==> config.mk <==
export PLATFORM = sky130hd
export DESIGN_NAME = terminal_escape_decoder_top
export DESIGN_NICKNAME = d
export VERILOG_FILES = /design/src/rtl/ted_pkg.sv /design/src/rtl/ted_csr.sv /design/src/rtl/ted_parser.sv /design/src/rtl/ted_out_queue.sv /design/src/rtl/terminal_escape_decoder_top.sv
export SDC_FILE = /design/constraint.sdc
export NUM_CORES = 1
export LEC_CHECK = 0
export BUFFER_PORTS_ARGS = -buffer_cell sky130_fd_sc_hd__buf_2
export CORE_MARGIN = 5
export CORE_UTILIZATION = 25
export CTS_BUF_LIST = sky130_fd_sc_hd__clkbuf_8 sky130_fd_sc_hd__clkbuf_16
export DETAILED_ROUTE_END_ITERATION = 6
export HOLD_SLACK_MARGIN = 0.15
export PLACE_DENSITY = 0.51
export SLEW_MARGIN = 0
export SYNTH_ARGS = -nofsm -noshare
export SYNTH_HDL_FRONTEND = slang
export SYNTH_SLANG_ARGS = --single-unit
==> constraint.sdc <==
create_clock -name clock -period 2.7 [get_ports clock]
set_input_delay 0 -clock clock [delete_from_list [all_inputs] [get_ports clock]]
set_output_delay 0 -clock clock [all_outputs]
set_load 0.02 [all_outputs]
==> src/rtl/ted_pkg.sv <==
// Shared types, byte codes and command codes of the terminal escape decoder.
// No dependencies; every other rtl file imports this package.
`default_nettype none

package ted_pkg;

   // Result run: one received byte causes at most this many commands
   localparam int unsigned MAX_RESULTS = 4;
   localparam int unsigned COUNT_W     = 3;

   // Register file
   localparam int unsigned CSR_ADDR_W       = 3;
   localparam logic        REG_REVERSE_MASK = 1'b0;
   localparam logic [7:0]  MASK_RESET       = 8'h01;

   // Screen command codes
   typedef enum logic [4:0] {
      OP_NONE    = 5'd0,
      OP_GLYPH   = 5'd1,
      OP_BS      = 5'd2,
      OP_TAB     = 5'd3,
      OP_LF      = 5'd4,
      OP_CR      = 5'd5,
      OP_UP      = 5'd6,
      OP_HOME    = 5'd7,
      OP_PLACE   = 5'd8,
      OP_CLEAR   = 5'd9,
      OP_EOS     = 5'd10,
      OP_BOS     = 5'd11,
      OP_EOL     = 5'd12,
      OP_BOL     = 5'd13,
      OP_LINE    = 5'd14,
      OP_ATTR    = 5'd15,
      OP_FORWARD = 5'd16,
      OP_REPLY   = 5'd17
   } op_code_type;

   // Control bytes
   localparam logic [7:0] CHR_ESC  = 8'h1B;
   localparam logic [7:0] CHR_BIAS = 8'h20;
   localparam logic [7:0] CHR_DEL  = 8'h7F;
   localparam logic [7:0] CHR_BS   = 8'h08;
   localparam logic [7:0] CHR_HT   = 8'h09;
   localparam logic [7:0] CHR_LF   = 8'h0A;
   localparam logic [7:0] CHR_CR   = 8'h0D;

   // Letters that follow ESC
   localparam logic [7:0] ESC_UP      = 8'h41; // A
   localparam logic [7:0] ESC_DOWN    = 8'h42; // B
   localparam logic [7:0] ESC_RIGHT   = 8'h43; // C
   localparam logic [7:0] ESC_LEFT    = 8'h44; // D
   localparam logic [7:0] ESC_CLEAR   = 8'h45; // E
   localparam logic [7:0] ESC_HOME    = 8'h48; // H
   localparam logic [7:0] ESC_RINDEX  = 8'h49; // I
   localparam logic [7:0] ESC_EOS     = 8'h4A; // J
   localparam logic [7:0] ESC_EOL     = 8'h4B; // K
   localparam logic [7:0] ESC_ADDR    = 8'h59; // Y
   localparam logic [7:0] ESC_BOS     = 8'h62; // b
   localparam logic [7:0] ESC_SAVE    = 8'h6A; // j
   localparam logic [7:0] ESC_RESTORE = 8'h6B; // k
   localparam logic [7:0] ESC_LINE    = 8'h6C; // l
   localparam logic [7:0] ESC_REPORT  = 8'h6E; // n
   localparam logic [7:0] ESC_BOL     = 8'h6F; // o
   localparam logic [7:0] ESC_REV_ON  = 8'h70; // p
   localparam logic [7:0] ESC_REV_OFF = 8'h71; // q
   localparam logic [7:0] ESC_ANSI    = 8'h3C; // <
   localparam logic [7:0] ESC_RESET   = 8'h7A; // z

   // Parser phase, one-hot
   typedef enum logic [3:0] {
      PH_GROUND = 4'b0001,
      PH_ESC    = 4'b0010,
      PH_ROW    = 4'b0100,
      PH_COL    = 4'b1000
   } phase_type;

   typedef struct packed {
      op_code_type op_code;
      logic [7:0]  op_row;
      logic [7:0]  op_col;
      logic [7:0]  op_data;
   } result_type;

   typedef result_type [MAX_RESULTS-1:0] result_set_type;

   // All commands caused by one byte, slot 0 first
   typedef struct packed {
      logic [COUNT_W-1:0] count;
      result_set_type     items;
   } run_type;

   function automatic result_type make_result(
      input op_code_type op,
      input logic [7:0]  row,
      input logic [7:0]  col,
      input logic [7:0]  data
   );
      result_type r;
      r.op_code = op;
      r.op_row  = row;
      r.op_col  = col;
      r.op_data = data;
      return r;
   endfunction

endpackage

`default_nettype wire

==> src/rtl/ted_csr.sv <==
// APB-style register file: holds the reverse video attribute mask.
// Depends on ted_pkg.
`default_nettype none

module ted_csr (
   input  wire logic                          clock,
   input  wire logic                          reset,
   input  wire logic                          psel,
   input  wire logic                          penable,
   input  wire logic                          pwrite,
   input  wire logic [ted_pkg::CSR_ADDR_W-1:0] paddr,
   input  wire logic [31:0]                   pwdata,
   output logic      [31:0]                   prdata,
   output logic                               pready,
   output logic      [7:0]                    reverse_mask
);
   import ted_pkg::*;

   logic [7:0] mask_ff;
   logic [7:0] mask_in;
   logic       wr_hit;

   // register index is the word address; byte lanes are ignored
   assign wr_hit  = psel && penable && pwrite && (paddr[2] == REG_REVERSE_MASK);
   assign mask_in = wr_hit ? pwdata[7:0] : mask_ff;

   always_ff @(posedge clock) begin
      if (reset) begin
         mask_ff <= MASK_RESET;
      end else begin
         mask_ff <= mask_in;
      end
   end

   always_comb begin
      prdata = 32'd0;
      if (paddr[2] == REG_REVERSE_MASK) begin
         prdata = {24'd0, mask_ff};
      end
   end

   assign pready       = 1'b1;
   assign reverse_mask = mask_ff;

endmodule

`default_nettype wire

==> src/rtl/ted_parser.sv <==
// Escape sequence parser: state registers plus the single-pass decode of one
// byte into a run of up to four commands. Depends on ted_pkg.
`default_nettype none

module ted_parser (
   input  wire logic             clock,
   input  wire logic             reset,
   input  wire logic             accept,
   input  wire logic [7:0]       rx_byte,
   input  wire logic [7:0]       cursor_row,
   input  wire logic [7:0]       cursor_col,
   input  wire logic [7:0]       current_attr,
   input  wire logic             inner_left_ansi,
   input  wire logic [7:0]       reverse_mask,
   output ted_pkg::run_type      run
);
   import ted_pkg::*;

   phase_type  phase_ff, phase_in;
   logic       ansi_ff, ansi_in;
   logic       saved_valid_ff, saved_valid_in;
   logic [7:0] saved_row_ff, saved_row_in;
   logic [7:0] saved_col_ff, saved_col_in;
   logic [7:0] pending_row_ff, pending_row_in;
   logic [7:0] unbiased;

   assign unbiased = rx_byte - CHR_BIAS;

   always_comb begin
      phase_in       = phase_ff;
      ansi_in        = ansi_ff;
      saved_valid_in = saved_valid_ff;
      saved_row_in   = saved_row_ff;
      saved_col_in   = saved_col_ff;
      pending_row_in = pending_row_ff;
      run.count      = '0;
      run.items      = '0;

      if (ansi_ff) begin
         run.items[0] = make_result(OP_FORWARD, 8'd0, 8'd0, rx_byte);
         run.count    = 3'd1;
         if (inner_left_ansi) begin
            ansi_in = 1'b0;
         end
      end else begin
         case (phase_ff)
            PH_GROUND: begin
               if (rx_byte == CHR_ESC) begin
                  phase_in = PH_ESC;
               end else if (rx_byte == CHR_BS) begin
                  run.items[0] = make_result(OP_BS, 8'd0, 8'd0, 8'd0);
                  run.count    = 3'd1;
               end else if (rx_byte == CHR_HT) begin
                  run.items[0] = make_result(OP_TAB, 8'd0, 8'd0, 8'd0);
                  run.count    = 3'd1;
               end else if (rx_byte == CHR_LF) begin
                  run.items[0] = make_result(OP_LF, 8'd0, 8'd0, 8'd0);
                  run.count    = 3'd1;
               end else if (rx_byte == CHR_CR) begin
                  run.items[0] = make_result(OP_CR, 8'd0, 8'd0, 8'd0);
                  run.count    = 3'd1;
               end else if (rx_byte >= CHR_BIAS && rx_byte != CHR_DEL) begin
                  // high half of the code page prints as its low seven bits
                  run.items[0] = make_result(OP_GLYPH, 8'd0, 8'd0, {1'b0, rx_byte[6:0]});
                  run.count    = 3'd1;
               end
            end
            PH_ESC: begin
               phase_in = PH_GROUND;
               case (rx_byte)
                  ESC_UP: begin
                     run.items[0] = make_result(OP_UP, 8'd0, 8'd0, 8'd0);
                     run.count    = 3'd1;
                  end
                  ESC_DOWN: begin
                     run.items[0] = make_result(OP_PLACE,
                        (cursor_row == 8'hFF) ? 8'hFF : cursor_row + 8'd1, cursor_col, 8'd0);
                     run.count    = 3'd1;
                  end
                  ESC_RIGHT: begin
                     run.items[0] = make_result(OP_PLACE, cursor_row,
                        (cursor_col == 8'hFF) ? 8'hFF : cursor_col + 8'd1, 8'd0);
                     run.count    = 3'd1;
                  end
                  ESC_LEFT: begin
                     run.items[0] = make_result(OP_PLACE, cursor_row,
                        (cursor_col == 8'd0) ? 8'd0 : cursor_col - 8'd1, 8'd0);
                     run.count    = 3'd1;
                  end
                  ESC_HOME: begin
                     run.items[0] = make_result(OP_HOME, 8'd0, 8'd0, 8'd0);
                     run.count    = 3'd1;
                  end
                  ESC_RINDEX: begin
                     if (cursor_row != 8'd0) begin
                        run.items[0] = make_result(OP_PLACE, cursor_row - 8'd1,
                                                   cursor_col, 8'd0);
                        run.count    = 3'd1;
                     end
                  end
                  ESC_ADDR: begin
                     phase_in = PH_ROW;
                  end
                  ESC_REPORT: begin
                     run.items[0] = make_result(OP_REPLY, 8'd0, 8'd0, CHR_ESC);
                     run.items[1] = make_result(OP_REPLY, 8'd0, 8'd0, ESC_ADDR);
                     run.items[2] = make_result(OP_REPLY, 8'd0, 8'd0, cursor_row + CHR_BIAS);
                     run.items[3] = make_result(OP_REPLY, 8'd0, 8'd0, cursor_col + CHR_BIAS);
                     run.count    = 3'd4;
                  end
                  ESC_SAVE: begin
                     saved_row_in   = cursor_row;
                     saved_col_in   = cursor_col;
                     saved_valid_in = 1'b1;
                  end
                  ESC_RESTORE: begin
                     if (saved_valid_ff) begin
                        run.items[0] = make_result(OP_PLACE, saved_row_ff, saved_col_ff, 8'd0);
                        run.count    = 3'd1;
                     end
                  end
                  ESC_CLEAR: begin
                     run.items[0] = make_result(OP_CLEAR, 8'd0, 8'd0, 8'd0);
                     run.count    = 3'd1;
                  end
                  ESC_EOS: begin
                     run.items[0] = make_result(OP_EOS, 8'd0, 8'd0, 8'd0);
                     run.count    = 3'd1;
                  end
                  ESC_BOS: begin
                     run.items[0] = make_result(OP_BOS, 8'd0, 8'd0, 8'd0);
                     run.count    = 3'd1;
                  end
                  ESC_EOL: begin
                     run.items[0] = make_result(OP_EOL, 8'd0, 8'd0, 8'd0);
                     run.count    = 3'd1;
                  end
                  ESC_BOL: begin
                     run.items[0] = make_result(OP_BOL, 8'd0, 8'd0, 8'd0);
                     run.count    = 3'd1;
                  end
                  ESC_LINE: begin
                     run.items[0] = make_result(OP_LINE, 8'd0, 8'd0, 8'd0);
                     run.count    = 3'd1;
                  end
                  ESC_REV_ON: begin
                     run.items[0] = make_result(OP_ATTR, 8'd0, 8'd0,
                                                current_attr | reverse_mask);
                     run.count    = 3'd1;
                  end
                  ESC_REV_OFF: begin
                     run.items[0] = make_result(OP_ATTR, 8'd0, 8'd0,
                                                current_attr & ~reverse_mask);
                     run.count    = 3'd1;
                  end
                  ESC_ANSI: begin
                     ansi_in = 1'b1;
                  end
                  ESC_RESET: begin
                     run.items[0]   = make_result(OP_CLEAR, 8'd0, 8'd0, 8'd0);
                     run.items[1]   = make_result(OP_ATTR, 8'd0, 8'd0, 8'd0);
                     run.count      = 3'd2;
                     saved_valid_in = 1'b0;
                  end
                  default: begin
                     // unknown letter: swallowed
                  end
               endcase
            end
            PH_ROW: begin
               pending_row_in = unbiased;
               phase_in       = PH_COL;
            end
            PH_COL: begin
               run.items[0] = make_result(OP_PLACE, pending_row_ff, unbiased, 8'd0);
               run.count    = 3'd1;
               phase_in     = PH_GROUND;
            end
            default: begin
               phase_in = PH_GROUND;
            end
         endcase
      end
   end

   always_ff @(posedge clock) begin
      if (reset) begin
         phase_ff       <= PH_GROUND;
         ansi_ff        <= 1'b0;
         saved_valid_ff <= 1'b0;
         pending_row_ff <= 8'd0;
      end else if (accept) begin
         phase_ff       <= phase_in;
         ansi_ff        <= ansi_in;
         saved_valid_ff <= saved_valid_in;
         pending_row_ff <= pending_row_in;
      end
   end

   // payload: only read after a write
   always_ff @(posedge clock) begin
      if (accept) begin
         saved_row_ff   <= saved_row_in;
         saved_col_ff   <= saved_col_in;
      end
   end

endmodule

`default_nettype wire

==> src/rtl/ted_out_queue.sv <==
// Result register: holds the run of one byte and shifts it out one beat at
// a time. Depends on ted_pkg.
`default_nettype none

module ted_out_queue (
   input  wire logic                clock,
   input  wire logic                reset,
   input  wire logic                load,
   input  wire ted_pkg::run_type    run,
   input  wire logic                rsp_stall,
   output logic                     can_load,
   output logic                     rsp_valid,
   output logic                     rsp_last,
   output ted_pkg::result_type      head
);
   import ted_pkg::*;

   result_set_type     items_ff, items_in;
   logic [COUNT_W-1:0] count_ff, count_in;
   logic               fire;

   assign rsp_valid = (count_ff != '0);
   assign rsp_last  = (count_ff == 3'd1);
   assign fire      = rsp_valid && !rsp_stall;
   // free now, or freed by the last beat leaving this cycle
   assign can_load  = !rsp_valid || (rsp_last && !rsp_stall);
   assign head      = items_ff[0];

   always_comb begin
      count_in = count_ff;
      items_in = items_ff;
      if (load) begin
         count_in = run.count;
         items_in = run.items;
      end else if (fire) begin
         count_in = count_ff - 3'd1;
         for (int i = 0; i < MAX_RESULTS - 1; i++) begin
            items_in[i] = items_ff[i+1];
         end
      end
   end

   always_ff @(posedge clock) begin
      if (reset) begin
         count_ff <= '0;
      end else begin
         count_ff <= count_in;
      end
   end

   always_ff @(posedge clock) begin
      items_ff <= items_in;
   end

endmodule

`default_nettype wire

==> src/rtl/terminal_escape_decoder_top.sv <==
// Top level of the terminal escape decoder: register file, parser and
// result register. Depends on ted_pkg, ted_csr, ted_parser, ted_out_queue.
//
//   channel   direction  handshake            beat contents
//   req_      in         req_valid/req_stall  rx_byte, cursor_row/col, current_attr,
//                                             inner_left_ansi
//   rsp_      out        rsp_valid/rsp_stall  op_code, op_row, op_col, op_data,
//                                             last_of_run
//   APB       in/out     psel/penable/pready  reverse_attr_mask at address 0
//
// Flow: a byte is decoded in the cycle it is accepted; its commands appear
//   on rsp_ from the next cycle, one beat per cycle while rsp_stall is low. A
//   byte with more than one command (the cursor report, ESC z) holds req_ off
//   until its last beat departs, since the result register holds one byte's run.
// Reset: synchronous, active high; parser returns to ground, pass-through off,
//   saved cursor forgotten, mask back to 1. No clearing pass.
// Stalls: rsp_stall freezes the head beat; req_stall is high while any beat
//   other than a departing last one is still held.
`default_nettype none

module terminal_escape_decoder_top (
   input  wire logic                          clock,
   input  wire logic                          reset,
   // input channel
   input  wire logic                          req_valid,
   output logic                               req_stall,
   input  wire logic [7:0]                    req_rx_byte,
   input  wire logic [7:0]                    req_cursor_row,
   input  wire logic [7:0]                    req_cursor_col,
   input  wire logic [7:0]                    req_current_attr,
   input  wire logic                          req_inner_left_ansi,
   // result channel
   output logic                               rsp_valid,
   input  wire logic                          rsp_stall,
   output logic      [4:0]                    rsp_op_code,
   output logic      [7:0]                    rsp_op_row,
   output logic      [7:0]                    rsp_op_col,
   output logic      [7:0]                    rsp_op_data,
   output logic                               rsp_last_of_run,
   // register port
   input  wire logic                          psel,
   input  wire logic                          penable,
   input  wire logic                          pwrite,
   input  wire logic [ted_pkg::CSR_ADDR_W-1:0] paddr,
   input  wire logic [31:0]                   pwdata,
   output logic      [31:0]                   prdata,
   output logic                               pready
);
   import ted_pkg::*;

   logic [7:0] mask;
   logic       can_load;
   logic       req_accept;
   run_type    run;
   result_type head;

   assign req_accept = req_valid && can_load;
   assign req_stall  = !can_load;

   ted_csr u_csr (
      .clock        (clock),
      .reset        (reset),
      .psel         (psel),
      .penable      (penable),
      .pwrite       (pwrite),
      .paddr        (paddr),
      .pwdata       (pwdata),
      .prdata       (prdata),
      .pready       (pready),
      .reverse_mask (mask)
   );

   // decode happens on the accepted beat; state advances at the same edge
   ted_parser u_parser (
      .clock           (clock),
      .reset           (reset),
      .accept          (req_accept),
      .rx_byte         (req_rx_byte),
      .cursor_row      (req_cursor_row),
      .cursor_col      (req_cursor_col),
      .current_attr    (req_current_attr),
      .inner_left_ansi (req_inner_left_ansi),
      .reverse_mask    (mask),
      .run             (run)
   );

   // result register; last_of_run is the final beat of the held run
   ted_out_queue u_out (
      .clock     (clock),
      .reset     (reset),
      .load      (req_accept),
      .run       (run),
      .rsp_stall (rsp_stall),
      .can_load  (can_load),
      .rsp_valid (rsp_valid),
      .rsp_last  (rsp_last_of_run),
      .head      (head)
   );

   assign rsp_op_code = head.op_code;
   assign rsp_op_row  = head.op_row;
   assign rsp_op_col  = head.op_col;
   assign rsp_op_data = head.op_data;

   // a new byte only enters when no unsent beat of the previous run remains
   a_accept_after_run : assert property (@(posedge clock) disable iff (reset)
      (req_valid && !req_stall) |-> (!rsp_valid || (rsp_last_of_run && !rsp_stall)))
      else $error("byte accepted over an unfinished run");

   // a run does not break off before its last beat
   a_run_continues : assert property (@(posedge clock) disable iff (reset)
      (rsp_valid && !rsp_stall && !rsp_last_of_run) |=> rsp_valid)
      else $error("run ended without a last beat");

   // a held beat, last or not, blocks the input side
   a_held_last_blocks : assert property (@(posedge clock) disable iff (reset)
      (rsp_valid && rsp_stall) |-> req_stall)
      else $error("input taken while result held");

   // empty output means the input side is open
   a_idle_open : assert property (@(posedge clock) disable iff (reset)
      !rsp_valid |-> !req_stall)
      else $error("stall with empty result register");

endmodule

`default_nettype wire

[Word level (Yosys, flattened, before mapping)]
Cells that the tools add are included.
Widths: inputs -> output; s select.
Operators by class
  $add $sub $neg: 8
  order comparisons: 1
  equality and inequality tests: 34
  multiplexer cells: 42
  bitwise gates (word level): 7
  reductions and logical operators: 24
Operator list (count)
  $pmux 29 s16: 1
  $mux 29: 6
  $mux 58: 3
  $mux 87: 2
  $eq 8x7->1 const B: 19
  $pmux 29 s3: 1
  $pmux 29 s2: 1
  $mux 28: 2
  $eq 8x4->1 const B: 4
  $mux 8: 4
  $mux 25: 1
  $mux 3: 8
  $add 8x1->8 const B: 2
  $add 8x6->8 const B: 2
  $eq 8x8->1 const B: 2
  $sub 8x1->8 const B: 2
  $pmux 3 s5: 1
  $reduce_or 13->1: 1
  $pmux 4 s3: 1
  $pmux 3 s3: 1
  $and 8x8->8: 1
  $eq 8x5->1 const B: 1
  $eq 8x6->1 const B: 1
  $ge 8x6->1 const B: 1
  26 further kinds: 48
Storage, ports and cells
  register bits after elaboration: 157
  input bits: 75
  output and inout port bits: 65
  word-level logic and storage cells: 140

[Logic depth before layout (Yosys ltp)]
  word-level depth: 11
  mapped depth: 9
  gate-level depth less buffers: 9

[Modules after synthesis]
Synthesis repeated with hierarchy kept, for this count alone.
Second synthesis, totals
  cells, all modules: 915
  area, all modules: 9764.4 um2
Modules (own cells, without submodules)
  ted_out_queue: instances 1, cells each 270, area an instance 4966.0 um2, sequential area each 3543.4 um2
  ted_parser: instances 1, cells each 573, area an instance 4162.7 um2, sequential area each 760.7 um2
  ted_csr: instances 1, cells each 70, area an instance 625.6 um2, sequential area each 160.2 um2
  terminal_escape_decoder_top: instances 1, cells each 2, area an instance 10.0 um2, sequential area each 0.0 um2

[Worst setup path before layout]
No wires, ideal clock.
  path kind: flip-flop to flip-flop
  from: reg u_out.count_ff[0]
  to: reg u_out.count_ff[1]
  setup time: 0.121 ns
  arrival: 2.515 ns
  data required time: 2.579 ns
  setup slack: 0.064 ns
  cell stages (with the launch flop): 8
  buffers on the path: 0
  period minus slack after synthesis: 2.636 ns
  cells stage by stage: dfxtp_1 -> inv_1 -> ha_1 -> nand2b_1 -> mux2i_1 -> inv_1 -> o21ai_0 -> o221a_2
On the way
  cells in the longest elaborated chain, start to end: 5
  elaborated cells on any way between the ends: 11
  classes of those cells: add/sub: 1; eq/ne: 1; mux: 2; reduce/logical: 7
RTL lines
  start, declared: RTL line ted_out_queue.sv:19  | logic [COUNT_W-1:0] count_ff, count_in;
  start signal, assigned: RTL line ted_out_queue.sv:47  | count_ff <= count_in;
  $reduce_bool 3->1 (*): RTL line ted_out_queue.sv:22  | assign rsp_valid = (count_ff != '0);
  net rsp_valid: RTL line terminal_escape_decoder_top.sv:33  | output logic rsp_valid,
  $logic_not 1->1: RTL line ted_out_queue.sv:26  | assign can_load = !rsp_valid || (rsp_last && !rsp_stall);
  $logic_or 1x1->1: RTL line ted_out_queue.sv:26
  $logic_and 1x1->1: RTL line terminal_escape_decoder_top.sv:57  | assign req_accept = req_valid && can_load;
  $mux 3 or $reduce_bool 2->1 (tied branches)
The timed path passes the listed nets; every way through them passes the cells marked *. The select of a mux whose other input is x is not followed.
A chain may end at the register's enable or synchronous reset.

[Worst setup path in the final report]
  from: in req_cursor_row[0]
  to: reg u_out.items_ff (netlist bit u_out.head[13]) (data pin)
On the way
  cells in the longest elaborated chain, start to end: 6
RTL lines
  start, declared: RTL line terminal_escape_decoder_top.sv:28  | input wire logic [7:0] req_cursor_row,
  $reduce_bool 8->1: RTL line ted_parser.sv:95  | if (cursor_row != 8'd0) begin
  $mux 28: RTL line ted_parser.sv:95
  $pmux 29 s16: RTL line ted_parser.sv:70  | case (rx_byte)
  $pmux 29 s3: RTL line ted_parser.sv:46  | case (phase_ff)
  $mux 29: RTL line ted_parser.sv:39  | if (ansi_ff) begin
  $mux 87: RTL line ted_out_queue.sv:32  | if (load) begin
  end signal, assigned: RTL line ted_out_queue.sv:52  | items_ff <= items_in;
  end, declared: RTL line ted_out_queue.sv:18  | result_set_type items_ff, items_in;
Every way passes these cells.

==> impl_metrics.prom <==
# TYPE chip_impl_metric gauge
chip_impl_metric{name="grtUsageMet2",unit="%"} 21.3
chip_impl_metric{name="route.detailed.drc",unit=""} 0
chip_impl_metric{name="rows",unit=""} 58
chip_impl_metric{name="layout_worst_path_cycle_share",unit="%"} 96.0
chip_impl_metric{name="async_flop_share",unit="%"} 0
chip_impl_metric{name="use_met3",unit="%"} 1.95
chip_impl_metric{name="ant_nets",unit=""} 0
chip_impl_metric{name="globalRouteOverflowTotal",unit=""} 0
chip_impl_metric{name="total_power_divided_by_cell_area",unit="mW/mm^2"} 695
chip_impl_metric{name="post_synthesis_area_per_instance",unit="sq um"} 9.12
chip_impl_metric{name="start_util",unit="%"} 25.4
chip_impl_metric{name="critPathMaxStageDelay",unit="ps"} 530
chip_impl_metric{name="seq_area_frac_synth",unit="%"} 42.6
chip_impl_info{name="cts_root_buffer",value="sky130_fd_sc_hd__clkbuf_16"} 1
chip_impl_metric{name="area_growth_from_synthesis_to_final_layout",unit="%"} 22.3
chip_impl_metric{name="dr_total_vias",unit=""} 5544
chip_impl_metric{name="seqCellArea",unit="sq mm"} 0.00272
chip_impl_metric{name="via_count_of_the_first_global_routing_pass",unit=""} 5270
chip_impl_metric{name="avgRoutedWirePerCell",unit="um"} 17.4
chip_impl_metric{name="timing.max_cap.violations",unit=""} 0
chip_impl_metric{name="finalSetupViolCount",unit=""} 0
chip_impl_info{name="timing.critical_path.to_type",value="flop"} 1
chip_impl_metric{name="floorplan.die.width",unit="um"} 170
chip_impl_metric{name="final_layout_size_suffix_gt1_share",unit="%"} 21.1
chip_impl_metric{name="synth.ff_latch_count",unit=""} 99
chip_impl_info{name="tritoncts",value="built"} 1
chip_impl_metric{name="timing_hold_violations_final",unit=""} 0
chip_impl_metric{name="wire_length_of_the_first_global_routing_pass",unit="um"} 30700
chip_impl_metric{name="setup_tns",unit="ps"} 0
chip_impl_metric{name="pins_over_their_slew_limit",unit=""} 0
chip_impl_metric{name="ctsLongestPathBuffers",unit=""} 2
chip_impl_metric{name="p_int",unit="mW"} 3.51
chip_impl_metric{name="power.static_leakage",unit="nW"} 3.08
chip_impl_metric{name="netlist-cell-type-count",unit=""} 79
chip_impl_info{name="min_path_type",value="input port to flop"} 1
chip_impl_metric{name="layout.nets",unit=""} 895
chip_impl_metric{name="timing.hold.ws",unit="ps"} 183
chip_impl_metric{name="area_of_the_multi_input_gates",unit="sq mm"} 0.00307
chip_impl_info{name="final_common_cell",value="sky130_fd_sc_hd__nand2_1"} 1
chip_impl_metric{name="place.gp.congestion",unit=""} 0.879
chip_impl_metric{name="power.share.combinational",unit="%"} 32.6
chip_impl_metric{name="ctsHtreeMaxLevel",unit=""} 3
chip_impl_metric{name="timing.critical_path.fanout_max",unit=""} 6
chip_impl_metric{name="count_of_flip_flops_with_a_built_in_enable_after_synthesis",unit=""} 74
chip_impl_metric{name="grt_util_all_layers",unit="%"} 13.5
chip_impl_metric{name="min_period",unit="ps"} 2590
chip_impl_info{name="critical-path-slowest-cell",value="sky130_fd_sc_hd__dlygate4sd3_1"} 1
chip_impl_metric{name="p_clk_share",unit="%"} 24.8
chip_impl_metric{name="wirelength",unit="um"} 19800
chip_impl_metric{name="peak_clock_frequency_supported_by_timing",unit="MHz"} 386
chip_impl_metric{name="clock-sinks",unit=""} 99
chip_impl_info{name="cp_cell_sequence",value="dlygate4sd3_1 -> buf_2 -> inv_2 -> ha_2 -> or4b_4 -> o211a_4 -> or2_1 -> o32a_1 -> a211oi_2 -> o22ai_1"} 1
chip_impl_metric{name="fin_skew",unit="ps"} 13.2
chip_impl_metric{name="clk_transition_reported_paths",unit="ps"} 80
chip_impl_metric{name="share_seq_of_total_power",unit="%"} 42.6
chip_impl_metric{name="hpwlAfterDp",unit="um"} 14500
chip_impl_metric{name="initialDrtViolationCount",unit=""} 608
chip_impl_metric{name="io_buffer_count",unit=""} 88
chip_impl_metric{name="slew_headroom",unit="%"} 37.7
chip_impl_metric{name="synthCells",unit=""} 700
chip_impl_metric{name="rrSetupSlack",unit="ps"} 250
chip_impl_info{name="layout.cells.most_common_list",value="sky130_fd_sc_hd__nand2_1 (90), sky130_fd_sc_hd__buf_2 (86), sky130_fd_sc_hd__edfxtp_1 (74), sky130_fd_sc_hd__dlygate4sd3_1 (47), sky130_fd_sc_hd__a21oi_1 (46)"} 1
chip_impl_metric{name="worstMarginPinSlew",unit="ps"} 927
chip_impl_metric{name="grt_antenna_before_repair",unit=""} 1
chip_impl_info{name="status",value="finished clean"} 1
chip_impl_info{name="path_class",value="input port to flop"} 1
chip_impl_metric{name="cts-buffers-inserted",unit=""} 9
chip_impl_info{name="synth-main-ff-cell",value="sky130_fd_sc_hd__edfxtp_1"} 1
chip_impl_metric{name="met1_usage",unit="%"} 19.2
chip_impl_metric{name="layout.core_utilization",unit="%"} 31.0
chip_impl_metric{name="fp.coreArea",unit="sq mm"} 0.0252
chip_impl_metric{name="p_sw",unit="mW"} 1.93
chip_impl_metric{name="yosys_warnings",unit=""} 0
chip_impl_metric{name="worstSkewPairLatency",unit="ps"} 360
chip_impl_metric{name="die_h",unit="um"} 170
chip_impl_info{name="grt_setup_unrepaired",value="false"} 1
chip_impl_metric{name="design.die.area",unit="sq mm"} 0.0288
chip_impl_metric{name="grt_start_max_net_pins",unit=""} 39
chip_impl_metric{name="drt-pass1-iter-count",unit=""} 5
chip_impl_metric{name="num-fill-cells",unit=""} 2600
chip_impl_metric{name="vdd_drop_max",unit="uV"} 419
chip_impl_metric{name="post_synthesis_instance_area",unit="sq mm"} 0.00639
chip_impl_metric{name="vias_per_cell",unit=""} 4.85
chip_impl_metric{name="switching_share",unit="%"} 35.5
chip_impl_metric{name="crit_required",unit="ps"} 2800
chip_impl_info{name="worst_setup_path_start_kind",value="input port"} 1
chip_impl_info{name="top_usage_layer",value="met2"} 1
chip_impl_metric{name="crit_arrival",unit="ps"} 2690
chip_impl_metric{name="ioPinCount",unit=""} 140
[path summary, 6_finish.rpt]
path | startpoint | end | cells past startpoint
max | req_cursor_row[0] | u_out.head[13] | 10
min | req_current_attr[4] | u_out.head[4] | 4
max reg2reg | u_out.count_ff[1] | u_parser.pending_row_ff[4] | 8
min reg2reg | u_parser.pending_row_ff[3] | u_parser.pending_row_ff[3] | 2
[power groups by stage]
stage / clock (mW) / combinational [mW] / sequential [mW]
after floorplan: 0 / 1.36 / 2.31
after global placement: 0 / 1.71 / 2.36
after detailed placement: 0 / 1.73 / 2.36
after CTS: 1.38 / 1.78 / 2.33
after global routing: 1.44 / 1.95 / 2.36
final: 1.35 / 1.77 / 2.32
[through the flow]
stage	instances	power [mW]	setup WS [ps]	instance area (sq um)
after floorplan	723	3.67	64.3	6470
after global placement	1077	4.08	233	6990
after detailed placement	1077	4.08	185	6990
after CTS	1140	5.49	22.3	7760
after global routing	1143	5.75	7.32	7810
final	1143	5.43	109	7810
[metal layers]
layer	up-vias	share of wire, %
met3	25	5.1
met2	166	47
met5	-	0
met1	2647	46
li1	2706	-
met4	0	1.9
[layout make-up]
type,count,area share (%)
Antenna cell,1,0.0320
Sequential cell,99,34.8
Clock inverter,7,0.977
Multi-Input combinational cell,502,39.3
Tap cell,330,5.28
Inverter,27,1.30
Clock buffer,9,2.88
Timing Repair Buffer,168,15.4
[registers in the layout (all words and copies together) (netlist names)]
signal	cells
u_parser.phase_ff	4
u_csr.reverse_mask	8
u_out.items_ff	29
u_out.count_ff	3
u_parser.ansi_ff	1
u_parser.saved_col_ff	8
u_parser.pending_row_ff	8
u_parser.saved_valid_ff	1
u_parser.saved_row_ff	8
u_out.head	29
[cell families (layout without fill, tap and decap cells)]
kind of cell             after synthesis  after routing  synth area share, %
AND/OR/NAND/NOR                      254            254                 20.8
buffers and inverters                122            211                 11.3
AO/OA/AOI/OAI                        188            188                 19.3
flip-flops                            99             99                 42.6
multiplexers                          10             10                 1.67
other                                  2             26                0.118
adder cells (fa/ha/maj)               13             13                 2.55
XOR/XNOR                              12             12                 1.65
[worst max-delay path: cells and delay by family]
family / cells / cell delay (ps)
AO/OA/AOI/OAI: 4 / 960
buffers and inverters: 3 / 780
AND/OR/NAND/NOR: 2 / 740
adder cells (fa/ha/maj): 1 / 210
[repair_timing]
item / in CTS / in global routing
hold buffers: 47 / 0
buffers inserted: 0 / 2
hold endpoints to repair: 46 / 0
resized for setup: 0 / 12
setup endpoints to repair: 0 / 14
[synth_stat cells, drive strengths merged, types with 8 or more instances]
| cell | number | area share [%] |
|---|---|---|
| a211oi | 8 | 1.0 |
| a21oi | 46 | 3.6 |
| nor2 | 41 | 2.4 |
| clkbuf | 32 | 2.4 |
| a21o | 10 | 1.2 |
| o21ai | 44 | 3.4 |
| buf | 63 | 7.3 |
| nand2 | 90 | 5.3 |
| nor3 | 16 | 1.3 |
| dfxtp | 25 | 7.8 |
| and3 | 8 | 0.78 |
| nand3 | 21 | 1.6 |
| a31oi | 14 | 1.4 |
| ha | 13 | 2.5 |
| and2 | 11 | 1.1 |
| o31ai | 9 | 1.1 |
| inv | 27 | 1.6 |
| nor2b | 20 | 2.0 |
| edfxtp | 74 | 35 |
(Power assumes the default switching activity.)
